**config.mk**
```make
export PLATFORM = sky130hd
export DESIGN_NAME = button_click_classifier_core_flat
export DESIGN_NICKNAME = d
export VERILOG_FILES = /design/src/sv/bcc_pkg.sv /design/src/sv/bcc_if.sv /design/src/sv/button_click_classifier_core.sv /design/src/flat_wrapper.sv
export SDC_FILE = /design/constraint.sdc
export NUM_CORES = 1
export LEC_CHECK = 0
export ABC_AREA = 1
export BUFFER_PORTS_ARGS = -buffer_cell sky130_fd_sc_hd__buf_2
export CORE_MARGIN = 3
export CORE_UTILIZATION = 45
export CTS_BUF_LIST = sky130_fd_sc_hd__clkbuf_16
export DETAILED_ROUTE_END_ITERATION = 16
export SLEW_MARGIN = 40
export SYNTH_ARGS = -nofsm -noshare
export SYNTH_HDL_FRONTEND = slang
export SYNTH_SLANG_ARGS = --single-unit
```
**constraint.sdc**
```tcl
create_clock -name clk -period 4.5 [get_ports clk]
set_clock_uncertainty 0.15 [all_clocks]
set_input_delay 0.675 -clock clk [delete_from_list [all_inputs] [get_ports clk]]
set_output_delay 0.675 -clock clk [all_outputs]
set_load 0.01 [all_outputs]
```
**src/sv/bcc_pkg.sv**
```systemverilog
// types and constants shared by the button click classifier files
`timescale 1ns / 1ps

package bcc_pkg;

    localparam int TIME_W     = 32;
    localparam int CFG_DATA_W = 16;
    localparam int CFG_IDX_W  = 2;
    localparam int KIND_W     = 2;

    typedef logic [KIND_W-1:0]     kind_t;
    typedef logic [TIME_W-1:0]     time_t;
    typedef logic [CFG_DATA_W-1:0] cfg_data_t;
    typedef logic [CFG_IDX_W-1:0]  cfg_idx_t;

    localparam kind_t KIND_NONE   = 2'd0;
    localparam kind_t KIND_SHORT  = 2'd1;
    localparam kind_t KIND_LONG   = 2'd2;
    localparam kind_t KIND_DOUBLE = 2'd3;

    localparam cfg_idx_t REG_LONG_PRESS   = 2'd0;
    localparam cfg_idx_t REG_SHORT_PRESS  = 2'd1;
    localparam cfg_idx_t REG_DOUBLE_WIN   = 2'd2;

    localparam cfg_data_t LONG_PRESS_RST  = 16'd1000;
    localparam cfg_data_t SHORT_PRESS_RST = 16'd50;
    localparam cfg_data_t DOUBLE_WIN_RST  = 16'd300;

endpackage

```
**src/sv/bcc_if.sv**
```systemverilog
// handshake channels of the button click classifier
`timescale 1ns / 1ps

interface bcc_sample_if;
    logic          valid;
    logic          ready;
    logic          button_down;
    bcc_pkg::time_t now_ms;

    modport source (output valid, output button_down, output now_ms, input ready);
    modport sink (input valid, input button_down, input now_ms, output ready);
endinterface

interface bcc_click_if;
    logic          valid;
    logic          ready;
    bcc_pkg::kind_t click_kind;

    modport source (output valid, output click_kind, input ready);
    modport sink (input valid, input click_kind, output ready);
endinterface

interface bcc_cfg_if;
    logic              valid;
    logic              ready;
    bcc_pkg::cfg_idx_t  index;
    bcc_pkg::cfg_data_t data;

    modport source (output valid, output index, output data, input ready);
    modport sink (input valid, input index, input data, output ready);
endinterface

```
**src/sv/button_click_classifier_core.sv**
```systemverilog
// button click classifier: short, long and double click detection
//
//  channel  | dir | payload
//  ---------+-----+-------------------------------
//  sample   | in  | button_down, now_ms
//  click    | out | click_kind
//  cfg      | in  | index, data (always ready)
//
//  one item per cycle while the click channel takes results (input register, result register)
//  the state update and classification sit between the two registers
//  a stalled click channel holds the result; the input register still takes
//  one more item, then sample.ready drops until the result is taken
//  reset clears both valid flags, the click state and the thresholds to defaults
`timescale 1ns / 1ps

module button_click_classifier_core (
    input  logic           clk,
    input  logic           rst_n,
    bcc_sample_if.sink     sample,
    bcc_click_if.source    click,
    bcc_cfg_if.sink        cfg
);

    logic               s1_valid_reg;
    logic               s1_down_reg;
    bcc_pkg::time_t     s1_now_reg;

    logic               out_valid_reg;
    bcc_pkg::kind_t     out_kind_reg;
    bcc_pkg::kind_t     out_kind_next;

    bcc_pkg::cfg_data_t long_press_reg;
    bcc_pkg::cfg_data_t short_press_reg;
    bcc_pkg::cfg_data_t double_win_reg;

    bcc_pkg::time_t     press_start_reg;
    bcc_pkg::time_t     press_start_next;
    bcc_pkg::time_t     release_reg;
    bcc_pkg::time_t     release_next;
    logic               was_pressed_reg;
    logic               was_pressed_next;
    logic               pending_reg;
    logic               pending_next;

    logic               out_load;
    logic               advance;
    bcc_pkg::time_t     dur;
    bcc_pkg::time_t     gap;
    logic               gap_in_window;

    assign out_load     = !out_valid_reg || click.ready;
    assign advance      = s1_valid_reg && out_load;
    assign sample.ready = !s1_valid_reg || out_load;
    assign cfg.ready    = 1'b1;

    assign click.valid      = out_valid_reg;
    assign click.click_kind = out_kind_reg;

    assign dur           = s1_now_reg - press_start_reg;
    assign gap           = s1_now_reg - release_reg;
    assign gap_in_window = gap <= {{(bcc_pkg::TIME_W-bcc_pkg::CFG_DATA_W){1'b0}}, double_win_reg};

    always_comb
    begin
        out_kind_next    = bcc_pkg::KIND_NONE;
        press_start_next = press_start_reg;
        release_next     = release_reg;
        was_pressed_next = s1_down_reg;
        pending_next     = pending_reg;
        if (s1_down_reg)
        begin
            if (!was_pressed_reg)
            begin
                press_start_next = s1_now_reg;
            end
        end
        else if (was_pressed_reg)
        begin
            if (dur >= {{(bcc_pkg::TIME_W-bcc_pkg::CFG_DATA_W){1'b0}}, long_press_reg})
            begin
                out_kind_next = bcc_pkg::KIND_LONG;
            end
            else if (dur >= {{(bcc_pkg::TIME_W-bcc_pkg::CFG_DATA_W){1'b0}}, short_press_reg})
            begin
                if (pending_reg && gap_in_window)
                begin
                    out_kind_next = bcc_pkg::KIND_DOUBLE;
                    pending_next  = 1'b0;
                end
                else
                begin
                    out_kind_next = bcc_pkg::KIND_SHORT;
                    pending_next  = 1'b1;
                end
            end
            release_next = s1_now_reg;
        end
        // a release resets the gap to zero, so expiry only applies without one
        if (!(!s1_down_reg && was_pressed_reg) && pending_reg && !gap_in_window)
        begin
            pending_next = 1'b0;
        end
    end

    always_ff @(posedge clk or negedge rst_n)
    begin
        if (!rst_n)
        begin
            s1_valid_reg    <= 1'b0;
            out_valid_reg   <= 1'b0;
            press_start_reg <= '0;
            release_reg     <= '0;
            was_pressed_reg <= 1'b0;
            pending_reg     <= 1'b0;
            long_press_reg  <= bcc_pkg::LONG_PRESS_RST;
            short_press_reg <= bcc_pkg::SHORT_PRESS_RST;
            double_win_reg  <= bcc_pkg::DOUBLE_WIN_RST;
        end
        else
        begin
            if (sample.ready)
            begin
                s1_valid_reg <= sample.valid;
            end
            if (out_load)
            begin
                out_valid_reg <= s1_valid_reg;
            end
            if (advance)
            begin
                press_start_reg <= press_start_next;
                release_reg     <= release_next;
                was_pressed_reg <= was_pressed_next;
                pending_reg     <= pending_next;
            end
            if (cfg.valid)
            begin
                case (cfg.index)
                    bcc_pkg::REG_LONG_PRESS:  long_press_reg  <= cfg.data;
                    bcc_pkg::REG_SHORT_PRESS: short_press_reg <= cfg.data;
                    bcc_pkg::REG_DOUBLE_WIN:  double_win_reg  <= cfg.data;
                    default: ;
                endcase
            end
        end
    end

    // payload registers
    always_ff @(posedge clk)
    begin
        if (sample.valid && sample.ready)
        begin
            s1_down_reg <= sample.button_down;
            s1_now_reg  <= sample.now_ms;
        end
        if (advance)
        begin
            out_kind_reg <= out_kind_next;
        end
    end

endmodule

```
**src/flat_wrapper.sv**
```systemverilog
// flat-port wrapper written by rule: the top's interface ports become plain ports
module button_click_classifier_core_flat 
  (clk, rst_n, sample_valid, sample_button_down, sample_now_ms, sample_ready, click_valid, click_click_kind, click_ready, cfg_valid, cfg_index, cfg_data, cfg_ready);
  bcc_sample_if sample_i ();
  bcc_click_if click_i ();
  bcc_cfg_if cfg_i ();
  input  logic clk;
  input  logic rst_n;
  input wire logic [$bits(sample_i.valid)-1:0] sample_valid;
  input wire logic [$bits(sample_i.button_down)-1:0] sample_button_down;
  input wire logic [$bits(sample_i.now_ms)-1:0] sample_now_ms;
  output wire logic [$bits(sample_i.ready)-1:0] sample_ready;
  output wire logic [$bits(click_i.valid)-1:0] click_valid;
  output wire logic [$bits(click_i.click_kind)-1:0] click_click_kind;
  input wire logic [$bits(click_i.ready)-1:0] click_ready;
  input wire logic [$bits(cfg_i.valid)-1:0] cfg_valid;
  input wire logic [$bits(cfg_i.index)-1:0] cfg_index;
  input wire logic [$bits(cfg_i.data)-1:0] cfg_data;
  output wire logic [$bits(cfg_i.ready)-1:0] cfg_ready;
  assign sample_i.valid = sample_valid;
  assign sample_i.button_down = sample_button_down;
  assign sample_i.now_ms = sample_now_ms;
  assign sample_ready = sample_i.ready;
  assign click_valid = click_i.valid;
  assign click_click_kind = click_i.click_kind;
  assign click_i.ready = click_ready;
  assign cfg_i.valid = cfg_valid;
  assign cfg_i.index = cfg_index;
  assign cfg_i.data = cfg_data;
  assign cfg_ready = cfg_i.ready;
  button_click_classifier_core u_core (.clk(clk), .rst_n(rst_n), .sample(sample_i), .click(click_i), .cfg(cfg_i));
endmodule
```
# == After elaboration in Yosys (flattened, before gate mapping) ==
# Cells that the tools add are included.
# classes
n_addsub,2
n_lt_le_gt_ge,3
eq_ne,4
mux,9
bitwise_logic,3
n_reduce_logical,24
# op_table
op,n
32-bit by 16-bit >= comparator with 1-bit output,2
32-bit subtractor,2
32-bit by 16-bit <= comparator with 1-bit output,1
1-bit logical AND,6
1-bit two-way mux,6
2-bit two-way mux,3
2-bit AND reduction,3
3-bit AND reduction,2
1-bit zero test,5
5-bit AND reduction,1
2-bit inequality test (second input constant),2
2-bit nonzero test,2
4-bit OR reduction,1
1-bit NOT,3
2-bit by 1-bit == test with 1-bit output (second input constant),1
2-bit == test (second input constant),1
2-bit zero test,1
1-bit logical OR,2
2-bit OR reduction,1
# totals
reg_bits,151
word_cells,58

# == Longest topological paths before layout ==
# logic_depth
depth_word,9
mapped_depth,27
depth_no_buf,27

# == Worst setup path after synthesis ==
# No wires, ideal clock.
# synth_path
path_type,reg-to-reg
start,register u_core.release_reg[0]
end,"register u_core.out_kind_reg[1], in the netlist u_core.click.click_kind[1], data pin"
setup_time_ns,0.146
arrival_ns,2.950
slack_ns,1.254
stages_incl_launch_ff,24
synth_period_minus_slack_ns,3.246
path_cell_list,dfrtp_1 > ha_1 > fa_1 > o21ai_2 > nand2_1 > nand2_1 > nand3_1 > nand2_1 > xor2_1 > ha_1 > nand2_1 > inv_1 > nand3_1 > nor3_1 > nand3_1 > nand2_1 > nand2_1 > inv_1 > nand3_1 > nor2_1 > nand2_1 > nor2_1 > nand4_1 > a21oi_1
# synth_via
elab_chain_len,6
# synth_rtl
item,line,text
start: declaration,button_click_classifier_core.sv:38,bcc_pkg::time_t release_reg;
start signal: assignment,button_click_classifier_core.sv:132,release_reg <= release_next;
32-bit subtractor,button_click_classifier_core.sv:60,assign gap = s1_now_reg - release_reg;
32-bit by 16-bit <= comparator with 1-bit output,button_click_classifier_core.sv:61,"assign gap_in_window = gap <= {{(bcc_pkg::TIME_W-bcc_pkg::CFG_DATA_W){1'b0}}, double_win_reg};"
1-bit logical AND,button_click_classifier_core.sv:85,if (pending_reg && gap_in_window)
2-bit two-way mux,button_click_classifier_core.sv:85,
2-bit two-way mux,button_click_classifier_core.sv:83,"else if (dur >= {{(bcc_pkg::TIME_W-bcc_pkg::CFG_DATA_W){1'b0}}, short_press_reg})"
2-bit two-way mux,button_click_classifier_core.sv:79,"if (dur >= {{(bcc_pkg::TIME_W-bcc_pkg::CFG_DATA_W){1'b0}}, long_press_reg})"
end signal: assignment,button_click_classifier_core.sv:158,out_kind_reg <= out_kind_next;
end: declaration,button_click_classifier_core.sv:29,bcc_pkg::kind_t out_kind_reg;
# No other way between the ends.
# A chain may end at the register's enable or synchronous reset.

# == Worst setup path in the final report ==
# Ends and elaborated chain as after synthesis.

==> metrics.md <==
| Metric | Value |
|---|---|
| Status | `finished clean` |
| Peak VDD IR | `274.0 µV` |
| Final hold vios | `0` |
| Comb pwr share | `0.608` |
| Syn_area_per_cell | `6.772 µm²` |
| Register area share after synthesis | `0.3442` |
| WHS | `between 100 and 150 ps` |
| Post-CTS Setup Inserts | `0` |
| Cts repair resizes | `0` |
| Cell leakage power | `between 7 and 8 nW` |
| All-layer global routing usage | `0.2508` |
| Power per Cell Area | `696.5 mW/mm²` |
| DR DRC count | `0` |
| Final wirelength | `34210 µm` |
| Fin nets | `1930` |
| Largest fanout on the critical path | `4` |
| Top cells by area, synth | `dfrtp_1 (22%), nand2_1 (18%), ha_1 (12%), inv_1 (11%), edfxtp_1 (9.1%)` |
| Vias in the first global route | `10065` |
| Worst-Margin Slew | `approximately 760 ps` |
| Post-synthesis register bit count | `151` |
| # clock sinks | `between 150 and 200` |
| Via/cell ratio | `a little over 5` |
| I/O pins | `between 60 and 70` |
| Antenna cells | `0` |
| Synth area leader | `dfrtp_1` |
| Fillers | `2518` |
| Synth Cell Area | `0.01153 mm²` |
| Clock-pin slew on the worst setup and hold paths | `80 ps` |
| Synth Warn # | `0` |
| Max-cap violations | `0` |
| DR iter-0 viols | `roughly 830` |
| Area Growth Syn to Fin | `11.14%` |
| CTS Root Cell | `clkbuf_16` |
| EDFF count, synth | `35` |
| CP startpoint kind | `register` |
| Die Span X | `roughly 170 µm` |
| RSZ-0062 raised after global routing | `false` |
| Vias | `10550` |
| Pins Over Slew Limit | `0` |
| Fin crit period | `3771 ps` |
| # hold bufs at CTS | `0` |
| DIE AREA | `0.02759 mm²` |
| Final Power | `8.928 mW` |
| Clock latency on the worst-skew pair | `440 ps` |
| Total iterations of the first detailed-routing run | `5` |
| Grt total ovfl | `0` |
| Clock power frac | `0.167` |
| Sw Share | `0.5064` |
| Post-synth top flop | `dfrtp_1` |
| H-Tree Level Count | `4` |
| Netlist cell types | `35` |
| Cts bufs inserted | `17` |
| Mapped Cells | `1703` |
| Routability Congestion | `0.9849` |
| Kind of critical path | `reg2reg` |
| Largest net degree at the start of global routing | `79` |
| Antenna violations before repair | `0` |
| Proportion of netlist area held by the largest area contributor | `0.2235` |
| Row cnt | `between 50 and 60` |
| Worst EP required | `4650 ps` |
| Max Clock Freq | `265.2 MHz` |
| Antenna viol nets, final | `0` |
| Syn_nets | `between 1500 and 2000` |
| Critical Path AT | `3920 ps` |
| Final setup violation count | `0` |
| HP Class | `in2async` |
| Avg WL per Cell | `16.30 µm` |
| Clock Path Buffers | `2` |
| CTS tree | `yes` |
| Area of the core | `~0.025 mm²` |
| Ys async rst share | `0.7682` |
| Reg power frac | `0.225` |
| R2r setup slk | `730 ps` |
| CP Capture Type | `register` |
| Layout cells sized above 1 | `0.08958` |
| Slew HR | `0.4906` |
| Tcrit/Tclk final | `0.8380` |
| First-pass GRT wire length | `roughly 55000 µm` |
| IO buf count | `59` |
| Setup TNS | `0 ps` |
| Starting Density | `0.4660` |
| Internal Power | `4.407 mW` |
| Die H | `166.1 µm` |
| Switching pwr | `4.521 mW` |
| Post-DP HPWL | `27860 µm` |
[cell families after synthesis]
| group | after synthesis | share of synthesized area |
|---|---|---|
| AOI/OAI and AO/OA | 227 | 0.1014 |
| xor gates and xnor gates | 30 | 0.02278 |
| adders and majority gates | 112 | 0.1228 |
| buffers and inverters | 379 | 0.1237 |
| DFF | 151 | 0.3442 |
| other | 1 | 0.0003251 |
| and+or+nand+nor | 803 | 0.2848 |
[cells in the final DEF (no fill, tap or decap), types with 11 or more instances in the layout]
cell and n:
nand4_1 14, dfstp_2 13, nand2_2 13, nor2_2 11, buf_2 58, nand2_1 563
edfxtp_1 35, clkbuf_16 17, nor3_1 11, dfrtp_1 103, ha_1 110, o21ai_0 136
inv_2 14, a21oi_1 77, xor2_1 28, nor2_1 107, inv_1 341, nand3_1 64
[synth_stat cells (4+ instances only)]
library cell	n
nand3_1	66
clkbuf_1	21
dfstp_2	13
a21o_1	4
nor3_2	4
o21ai_0	136
ha_1	110
inv_1	342
xor2_1	28
dfrtp_1	103
a21oi_1	77
nor3_1	11
o21bai_1	4
nand4_1	14
nand3b_1	5
nand2_1	566
edfxtp_1	35
nor2_2	11
inv_2	13
nand2_2	11
nand3_2	4
nor2_1	107
[power by group through the flow]
stage	clock network [mW]	registers (mW)	logic [mW]
after floorplan	0	1.96	3.93
after global placement	0	2.02	5.30
after detailed placement	0	2.03	5.34
after CTS	1.51	2.01	5.38
after global routing	1.58	2.05	6.26
final	1.49	2.01	5.43
[stage by stage]
step                cell area (µm²)  utilization  worst slack [ps]  cells
floorplan                     11530            -              1254   1703
global placement              12190       0.4927             836.8   2067
detailed placement            12210       0.4935             813.6   2067
CTS                           12820       0.5179             771.5   2099
global route                  12820       0.5180             399.3   2099
finish                        12820       0.5180             728.9   2099
[layout make-up]
type,count,area (µm²),share of cell area
well taps,324,405.4,0.03163
clock buffers,17,425.4,0.03319
clock inverters,15,178.9,0.01396
flip-flops and latches,151,3970,0.3097
repair buffers,62,339.1,0.02645
multi-input cells,1173,6160,0.4805
inverters,357,1340,0.1045
[worst paths after layout]
| kind | end | startpoint | cells past startpoint |
|---|---|---|---|
| max | u_core.click.click_kind[1] | u_core.release_reg[0] | 23 |
| min | u_core.double_win_reg[6] | rst_n | 1 |
| max reg2reg | u_core.click.click_kind[1] | u_core.release_reg[0] | 23 |
| min reg2reg | u_core.press_start_reg[18] | u_core.press_start_reg[18] | 2 |
| max in group asynchronous | u_core.press_start_reg[30] | rst_n | 2 |
| min in group clk | u_core.s1_now_reg[11] | sample_now_ms[11] | 1 |
[metal layers]
| metal | wire (µm) | GRT usage | vias up |
|---|---|---|---|
| met3 | 1945 | 0.04070 | 35 |
| met5 | 0 | 0 | - |
| met4 | 608 | 0.06582 | 0 |
| met1 | 17520 | 0.3870 | 4864 |
| met2 | 14140 | 0.3642 | 253 |
| li1 | - | - | 5398 |
[worst max-delay path: stages, from the launching register on]
cell and delay [ps]:
dfrtp_1 390, ha_1 220, fa_1 430, o21ai_2 340, nand2_1 80, nand2_1 130, nand3_1 80, nand2_1 120
xor2_1 90, ha_1 270, nand2_1 50, inv_1 50, nand3_1 80, nor3_1 210, nand3_1 140, nand2_1 100
nand2_1 50, inv_1 50, nand3_1 70, nor2_1 90, nand2_1 60, nor2_1 120, nand4_1 110, a21oi_1 140
Note: power is estimated with default switching activity, not from simulation.
